`src/dnmt_pkg.sv`:
```
package dnmt_pkg;

  localparam int NODE_W = 6;
  localparam int DOMAIN_W = 32;

  typedef enum logic [1:0] {
    FN_SETUP   = 2'd0,
    FN_LOOKUP  = 2'd1,
    FN_REVERSE = 2'd2
  } func_t;

  typedef enum logic [1:0] {
    ST_FOUND = 2'd0,
    ST_NEW   = 2'd1,
    ST_MISS  = 2'd2
  } status_t;

  typedef enum logic [3:0] {
    S_IDLE  = 4'b0001,
    S_SCAN  = 4'b0010,
    S_DRAIN = 4'b0100,
    S_FIN   = 4'b1000
  } state_t;

endpackage

```
`src/domain_to_node_map_table_top.sv`:
```
// Takes one word at a time (in_ready only in S_IDLE) and walks S_SCAN, S_DRAIN, S_FIN
// before it issues the result word; func 3 goes straight to S_FIN. S_SCAN reads the
// slot memory one slot per cycle through its single read port.
// Reset: rst (synchronous) clears all slot valid bits and the node counter at once;
// slot contents are undefined until written and are never used while invalid.
module domain_to_node_map_table_top
  import dnmt_pkg::*;
#(
  parameter int NUM_NODES = 64
) (
  input  logic                clk,
  input  logic                rst,
  input  logic                in_valid,
  output logic                in_ready,
  input  logic [1:0]          func,
  input  logic [DOMAIN_W-1:0] domain,
  input  logic [NODE_W-1:0]   node_in,
  output logic                out_valid,
  input  logic                out_ready,
  output logic [1:0]          status,
  output logic [NODE_W-1:0]   node_out,
  output logic [DOMAIN_W-1:0] domain_out
);

  localparam int AW = $clog2(NUM_NODES);
  localparam int CW = $clog2(NUM_NODES + 1);
  localparam int CMPW = (AW > NODE_W) ? AW : NODE_W;

  logic [DOMAIN_W-1:0] mem_domain [NUM_NODES];
  logic [AW-1:0]       mem_node   [NUM_NODES];

  state_t              state;
  logic [AW-1:0]       idx;
  logic                cmp_vld;
  logic [AW-1:0]       cmp_idx;
  logic [DOMAIN_W-1:0] rd_domain;
  logic [AW-1:0]       rd_node;
  logic [1:0]          req_func;
  logic [DOMAIN_W-1:0] req_domain;
  logic [NODE_W-1:0]   req_node;
  logic                hit;
  logic [AW-1:0]       hit_node;
  logic [DOMAIN_W-1:0] hit_domain;
  logic                free_found;
  logic [AW-1:0]       free_slot;
  logic [CW-1:0]       count;
  logic [NUM_NODES-1:0] valid;

  logic                accept;
  logic                fin_go;
  logic                match;
  logic                direct_free;
  logic                wr_en;
  logic [1:0]          res_status;
  logic [NODE_W-1:0]   res_node;
  logic [DOMAIN_W-1:0] res_domain;

  assign in_ready = (state == S_IDLE);
  assign accept   = in_valid && in_ready;
  assign fin_go   = (state == S_FIN) && (!out_valid || out_ready);

  assign direct_free = (func_t'(func) == FN_SETUP) && (domain < DOMAIN_W'(NUM_NODES)) &&
                       !valid[domain[AW-1:0]];

  always_comb begin
    if (func_t'(req_func) == FN_REVERSE) begin
      match = cmp_vld && valid[cmp_idx] && (CMPW'(rd_node) == CMPW'(req_node));
    end else begin
      match = cmp_vld && valid[cmp_idx] && (rd_domain == req_domain);
    end
  end

  always_comb begin
    res_status = ST_MISS;
    res_node   = '0;
    res_domain = '0;
    wr_en      = 1'b0;
    unique case (req_func)
      FN_SETUP: begin
        if (hit) begin
          res_status = ST_FOUND;
          res_node   = NODE_W'(hit_node);
        end else if (free_found && count < CW'(NUM_NODES)) begin
          res_status = ST_NEW;
          res_node   = NODE_W'(count);
          wr_en      = fin_go;
        end
      end
      FN_LOOKUP: begin
        if (hit) begin
          res_status = ST_FOUND;
          res_node   = NODE_W'(hit_node);
        end
      end
      FN_REVERSE: begin
        if (hit) begin
          res_status = ST_FOUND;
          res_node   = req_node;
          res_domain = hit_domain;
        end
      end
      default: begin
        res_status = ST_MISS;
      end
    endcase
  end

  always_ff @(posedge clk) begin
    rd_domain <= mem_domain[idx];
    rd_node   <= mem_node[idx];
    if (wr_en) begin
      mem_domain[free_slot] <= req_domain;
      mem_node[free_slot]   <= AW'(count);
    end
  end

  always_ff @(posedge clk) begin
    if (rst) begin
      state      <= S_IDLE;
      cmp_vld    <= 1'b0;
      hit        <= 1'b0;
      free_found <= 1'b0;
      count      <= '0;
      valid      <= '0;
      out_valid  <= 1'b0;
    end else begin
      cmp_vld <= (state == S_SCAN);
      cmp_idx <= idx;
      if (match && !hit) begin
        hit        <= 1'b1;
        hit_node   <= rd_node;
        hit_domain <= rd_domain;
      end
      if (state == S_SCAN && !free_found && !valid[idx] &&
          func_t'(req_func) == FN_SETUP) begin
        free_found <= 1'b1;
        free_slot  <= idx;
      end
      if (out_valid && out_ready && !fin_go) begin
        out_valid <= 1'b0;
      end
      unique case (state)
        S_IDLE: begin
          if (accept) begin
            req_func   <= func;
            req_domain <= domain;
            req_node   <= node_in;
            hit        <= 1'b0;
            idx        <= '0;
            free_found <= direct_free;
            free_slot  <= domain[AW-1:0];
            if (func_t'(func) == FN_SETUP || func_t'(func) == FN_LOOKUP ||
                func_t'(func) == FN_REVERSE) begin
              state <= S_SCAN;
            end else begin
              state <= S_FIN;
            end
          end
        end
        S_SCAN: begin
          if (idx == AW'(NUM_NODES - 1)) begin
            state <= S_DRAIN;
          end else begin
            idx <= idx + 1'b1;
          end
        end
        S_DRAIN: begin
          state <= S_FIN;
        end
        S_FIN: begin
          if (fin_go) begin
            out_valid  <= 1'b1;
            status     <= res_status;
            node_out   <= res_node;
            domain_out <= res_domain;
            if (wr_en) begin
              valid[free_slot] <= 1'b1;
              count            <= count + 1'b1;
            end
            state <= S_IDLE;
          end
        end
        default: begin
          state <= S_IDLE;
        end
      endcase
    end
  end

`ifndef SYNTHESIS
  a_count_matches_valid: assert property (@(posedge clk) disable iff (rst)
    $countones(valid) == int'(count))
    else $error("slot valid count differs from node counter");

  a_alloc_free_slot: assert property (@(posedge clk) disable iff (rst)
    wr_en |-> !valid[free_slot])
    else $error("allocation into a slot already in use");

  a_new_bumps_count: assert property (@(posedge clk) disable iff (rst)
    (fin_go && res_status == ST_NEW) |=> count == $past(count) + 1'b1)
    else $error("new node without counter advance");

  a_miss_zero: assert property (@(posedge clk) disable iff (rst)
    (out_valid && status == ST_MISS) |-> (node_out == '0 && domain_out == '0))
    else $error("miss result carries nonzero fields");

  a_no_accept_busy: assert property (@(posedge clk) disable iff (rst)
    (state == S_SCAN) |=> !(state == S_IDLE && $past(idx) != AW'(NUM_NODES - 1)))
    else $error("scan left early");
`endif

endmodule
```
`config.mk`:
```
export PLATFORM = sky130hd
export DESIGN_NAME = domain_to_node_map_table_top
export DESIGN_NICKNAME = d
export VERILOG_FILES = /design/src/dnmt_pkg.sv /design/src/domain_to_node_map_table_top.sv
export SDC_FILE = /design/constraint.sdc
export NUM_CORES = 2
export LEC_CHECK = 0
export BUFFER_PORTS_ARGS = -buffer_cell sky130_fd_sc_hd__buf_2
export CORE_ASPECT_RATIO = 1.4
export CORE_MARGIN = 2
export CORE_UTILIZATION = 34
export DETAILED_ROUTE_END_ITERATION = 12
export GPL_TIMING_DRIVEN = 0
export PLACE_DENSITY = 0.46
export SYNTH_ARGS = -nofsm -noshare
export SYNTH_HDL_FRONTEND = slang
export SYNTH_SLANG_ARGS = --single-unit
```
`constraint.sdc`:
```
create_clock -name clk -period 8.2 [get_ports clk]
set_input_delay 0.82 -clock clk [delete_from_list [all_inputs] [get_ports clk]]
set_output_delay 0.82 -clock clk [all_outputs]
set_load 0.05 [all_outputs]
```
# Word level (Yosys, flattened, before mapping)
# Memory sizes are Yosys's and may differ from the RTL's. A register that Yosys moved wholly into a read port is not among the register bits.
# Cells that the tools add are included.
[totals]
register_bits = 215
ramBits = 2432
out_inout_bits = 42
elab_cells = 124
n_memories = 2
[classes]
addsub = 2
magnitude_cmp = 7
n_eq_ne = 15
muxes = 43
n_bitwise = 2
reduce_logical = 35
[mem_list]
columns = ["memory", "depth", "word_bits", "read_ports", "rd_ports_with_merged_regs", "write_ports", "line", "text"]
rows = [
  ["mem_domain", 64, 32, 1, 1, 1, "domain_to_node_map_table_top.sv:29", "logic [DOMAIN_W-1:0] mem_domain [NUM_NODES];"],
  ["mem_node", 64, 6, 1, 1, 1, "domain_to_node_map_table_top.sv:30", "logic [AW-1:0] mem_node [NUM_NODES];"],
]
[ops]
columns = ["operator", "count"]
rows = [
  ["64-bit bitwise OR", 1],
  ["6-bit 2-to-1 mux", 9],
  ["32-bit == test", 1],
  ["32-bit by 7-bit less-than comparator with 1-bit output, second input constant", 1],
  ["6-bit by 7-bit less-than comparator with 1-bit output, second input constant", 4],
  ["1-bit 2-to-1 mux", 19],
  ["1-bit binary-select mux with 6-bit select", 3],
  ["6-bit case mux with 3 select lines", 1],
  ["4-bit 2-to-1 mux", 4],
  ["4-bit case mux with 4 select lines", 1],
  ["1-bit logical AND", 15],
  ["6-bit case mux with 2 select lines", 1],
  ["3-bit AND reduction", 4],
  ["7-bit by 1-bit adder with 7-bit output, second input constant", 1],
  ["7-bit less-than comparator, second input constant", 1],
  ["6-bit by 1-bit adder with 6-bit output, second input constant", 1],
  ["1-bit demux with 6-bit select", 1],
  ["6-bit == test", 1],
  ["6-bit == test, second input constant", 1],
  ["6-bit by 1-bit greater-or-equal comparator with 1-bit output, second input constant", 1],
  ["1-bit zero test", 6],
  ["2-bit 2-to-1 mux", 3],
  ["2-bit by 1-bit == test with 1-bit output, second input constant", 2],
  ["2-bit == test, second input constant", 2],
  ["other kinds (14)", 20],
]

# Logic depth before layout (Yosys ltp)
[logic_depth]
word_depth = 9
depth_mapped = 10
mapped_depth_nobuf = 7

# Least setup slack after synthesis
# OpenSTA, ideal clock, no wires.
[synth_timing]
path_type = "register to register"
start = "register req_domain[1]"
end = "register hit_domain[0], enable pin"
arrival_time_ps = 5630
path_slack_ps = 2042
path_stages_with_launch = 7
path_buffers = 0
path_cell_list = "edfxtp_1 > xnor2_1 > nand4_1 > or3_1 > nor3_1 > o21ai_0 > nor4_1"
[synth_between]
elab_chain_cells = 5
[synth_rtl]
columns = ["item", "line", "text"]
rows = [
  ["start, declared", "domain_to_node_map_table_top.sv:39", "logic [DOMAIN_W-1:0] req_domain;"],
  ["start signal, assigned", "domain_to_node_map_table_top.sv:146", "req_domain <= domain;"],
  ["32-bit == test", "domain_to_node_map_table_top.sv:69", "match = cmp_vld && valid[cmp_idx] && (rd_domain == req_domain);"],
  ["1-bit logical AND", "domain_to_node_map_table_top.sv:69", ""],
  ["1-bit 2-to-1 mux", "domain_to_node_map_table_top.sv:66", "if (func_t'(req_func) == FN_REVERSE) begin"],
  ["1-bit logical AND", "domain_to_node_map_table_top.sv:129", "if (match && !hit) begin"],
  ["2-bit AND reduction (no source line)", "--", ""],
  ["end signal, assigned", "domain_to_node_map_table_top.sv:132", "hit_domain <= rd_domain;"],
  ["end, declared", "domain_to_node_map_table_top.sv:43", "logic [DOMAIN_W-1:0] hit_domain;"],
]
# Every way passes these cells.
# A chain may end at the register's enable or synchronous reset.

# Worst setup path in the final report
[layout_timing]
start = "register req_domain[17]"
end = "register hit_domain[14], enable pin"
# Same word-level chain as after synthesis.

==> results.sh <==
export IMPL_setup_tns_ns=0
export IMPL_cts_buffers_inserted=273
export IMPL_hold_viol=0
export IMPL_final_seq_area_um2=79500
export IMPL_antenna_found_initial=34
export IMPL_num_fill_cells=26145
export IMPL_rows=238
export IMPL_synth_seq_area_share_pct=77.5
export IMPL_grt_max_degree=41
export IMPL_vdd_drop_max_v=0.000160
export IMPL_port_buffers=84
export IMPL_power_frac_comb_pct=14.4
export IMPL_crit_fanout=15
export IMPL_worst_setup_path_end_kind="flip-flop"
export IMPL_first_iter_violations=4784
export IMPL_slew_headroom_pct=1.49
export IMPL_hpwlAfterDp_um=209000
export IMPL_wl_met3_um=16200
export IMPL_cts_post_setup_buffers_inserted=0
export IMPL_cts_root_buffer="clkbuf_16"
export IMPL_die_h_um=654
export IMPL_syn_avg_cell_area_um2=24.3
export IMPL_worstSkewPairLatency_ns=0.85
export IMPL_wire_per_inst_um=33.8
export IMPL_cts_tree="done"
export IMPL_fmax_mhz=193
export IMPL_dp_cells=8448
export IMPL_nets=4813
export IMPL_ff2ff_setup_slack_ns=3.03
export IMPL_routabilityCongestion=0.858
export IMPL_ios=86
export IMPL_synth_cell_types=58
export IMPL_p_seq_share_pct=48.4
export IMPL_vias=47780
export IMPL_final_common_cell="edfxtp_1"
export IMPL_power_switching_mw=8.30
export IMPL_ctsHoldBuffers=0
export IMPL_r2r_start="req_domain[17]"
export IMPL_power_density_nw_per_um2=268
export IMPL_fin_util_pct=40.3
export IMPL_yosys_most_used_dff="edfxtp_1"
export IMPL_die_x_um=468
export IMPL_synth_edf_count=2568
export IMPL_cp_endpoint="hit_domain[14]"
export IMPL_gr_usage_all_layers_pct=19.7
export IMPL_htree_levels=5
export IMPL_drcViolationCount=0
export IMPL_area_delta_synth_final_pct=17.9
export IMPL_rsz0062_at_grt="no"
export IMPL_power_frac_clock_pct=37.2
export IMPL_final_cell_area_um2=121000
export IMPL_r2r_cells=12
export IMPL_synth_warnings=0
export IMPL_finalWirelength_um=302000
export IMPL_cts_sinks=2685
export IMPL_firstDrtPassIters=5
export IMPL_finClkSkew_ns=0.0379
export IMPL_async_flop_share_pct=0
export IMPL_worstMarginPinSlew_ns=1.47
export IMPL_startpoint="req_domain[17]"
export IMPL_outcome="finished clean"
export IMPL_timing_rr_end="hit_domain[14]"
export IMPL_met1Wirelength_um=122000
export IMPL_grt_pass1_vias=50102
export IMPL_hp_class="in2reg"
export IMPL_drtAntennaViolNets=0
export IMPL_design_core_area_um2=300000
export IMPL_ys_seq_elements=2685
export IMPL_grt_first_pass_wirelength_um=416000
export IMPL_whs_ns=0.170
export IMPL_synth_nets=4270
export IMPL_vias_per_cell=5.35
export IMPL_drive_gt1_share_pct=34.3
export IMPL_start_util_pct=34.2
export IMPL_final_cell_mix="2568 x edfxtp_1, 849 x mux4_2, 283 x clkbuf_16"
export IMPL_cts_clk_slew_worst_paths_ns=0.06
export IMPL_fin_crit_ns=5.17
export IMPL_place_area_um2=112000
export IMPL_intPower_mw=24.1
export IMPL_die_area_um2=306000
export IMPL_swShare_pct=25.6
export IMPL_netlist_area_um2=102000
export IMPL_cts_resized_gates=0
export IMPL_dr_wl_met2_um=152000
export IMPL_cp_data_arrival_time_ns=5.69
export IMPL_critPathKind="reg2reg"
export IMPL_cts_buffer_depth=4
export IMPL_multi_input_comb_area_um2=22400
export IMPL_maxCapViolCount=0
export IMPL_p_leak_nw=37.4
export IMPL_setup_viol=0
export IMPL_drv_slew=0
export IMPL_required_ns=8.73
export IMPL_overflow=0
export IMPL_final_period_utilization_pct=63.0
export IMPL_cp_start_kind="flip-flop"
export IMPL_synthCells=4220
export IMPL_top_layer="met5"
export IMPL_instances_no_fill=8935
==> critical path, cell delays in order (launching register included) <==
cell,delay (ns)
edfxtp_1,0.99
xor2_1,0.29
nor4_1,0.60
nand4_1,0.17
nor3_1,0.98
o21ai_0,0.22
nor4_2,0.32
buf_4,0.25
buf_4,0.21
buf_4,0.22
buf_4,0.19
buf_4,0.19
buf_4,0.20
==> stage by stage <==
step | setup WS [ns] | total power, mW
2_1_floorplan | 2.04 | 18.5
3_3_place_gp | -3.69 | 20.5
3_5_place_dp | 3.13 | 20.8
4_1_cts | 3.12 | 32.8
5_1_grt | 3.04 | 33.4
6_report | 3.03 | 32.4
==> power groups by stage <==
stage / combinational [mW] / clock (mW) / sequential, mW
2_1_floorplan: 2.39 / 0 / 16.1
3_3_place_gp: 4.15 / 0 / 16.3
3_5_place_dp: 4.83 / 0 / 16.0
4_1_cts: 4.84 / 12.3 / 15.7
5_1_grt: 4.90 / 12.8 / 15.7
6_report: 4.68 / 12.0 / 15.7
==> layout make-up <==
cell class,count,share of cell area (%)
Tap cell,3960,4.10
Buffer,226,0.905
Clock buffer,365,6.17
Inverter,10,0.0311
Timing Repair Buffer,268,3.70
Clock inverter,105,0.732
Multi-Input combinational cell,1299,18.5
Antenna cell,17,0.0352
Sequential cell,2685,65.8
==> cell families (layout without fill, tap and decap cells) <==
group                    Yosys count  in the layout  synth area share, %
flip-flops                      2685           2685                 77.5
multiplexers                     862            862                 18.8
AND/OR/NAND/NOR                  271            271                 1.33
buffers and inverters            236            974                 1.09
AO/OA/AOI/OAI                    114            114                0.780
XOR/XNOR                          46             46                0.393
adder cells (fa/ha/maj)            6              6               0.0733
other                              0             17                    0
==> metal layers <==
| metal | global-route usage [%] | vias up |
|---|---|---|
| met4 | 7.26 | 10 |
| met2 | 33.1 | 1396 |
| met5 | 0 | - |
| met3 | 3.32 | 385 |
| met1 | 25.8 | 26638 |
| li1 | - | 19351 |
==> cell usage after synthesis (all sizes together) (3+ instances only) <==
cell / n / area share (%)
nand2: 19 / 0.070
mux4: 849 / 19
clkbuf: 70 / 0.26
nor2b: 5 / 0.031
o21ai: 7 / 0.034
a22o: 3 / 0.026
or2: 3 / 0.018
a21oi: 31 / 0.15
nand3b: 4 / 0.029
and3: 33 / 0.20
nor4b: 3 / 0.032
mux2: 3 / 0.033
a221o: 4 / 0.039
or3: 3 / 0.018
nand4: 7 / 0.043
or4b: 4 / 0.039
nand3: 10 / 0.049
dfxtp: 117 / 2.3
mux2i: 10 / 0.098
o21a: 44 / 0.32
nor3: 12 / 0.059
nor3b: 4 / 0.034
nor4: 18 / 0.11
ha: 6 / 0.073
xnor2: 12 / 0.10
inv: 8 / 0.029
nand2b: 4 / 0.024
buf: 156 / 0.80
xor2: 34 / 0.29
edfxtp: 2568 / 75
o22ai: 3 / 0.018
nor2: 127 / 0.47
and2: 9 / 0.055
a222oi: 6 / 0.059
==> worst min-delay path by stage <==
stage	from	endpoint	slack, ns	cells after the start
3_3_place_gp	rd_domain[22]	hit_domain[22]	0.43	0
3_5_place_dp	idx[4]	cmp_idx[4]	0.43	0
5_1_grt	domain[17]	req_domain[17]	0.13	1
6_report	node_in[5]	req_node[5]	0.17	1
2_1_floorplan	idx[4]	cmp_idx[4]	0.42	0
4_1_cts	domain[12]	req_domain[12]	0.10	1
==> registers in the layout (all words and copies together) (netlist names) <==
register    cells
rd_domain      32
mem_domain   2048
mem_node      384
cmp_idx         6
req_func        2
valid          64
hit             1
node_out        6
status          2
idx             6
hit_node        6
hit_domain     32
count           7
out_valid       1
req_node        6
state           4
free_slot       6
cmp_vld         1
domain_out     32
rd_node         6
free_found      1
req_domain     32
Power figures use the tool's default switching activity.
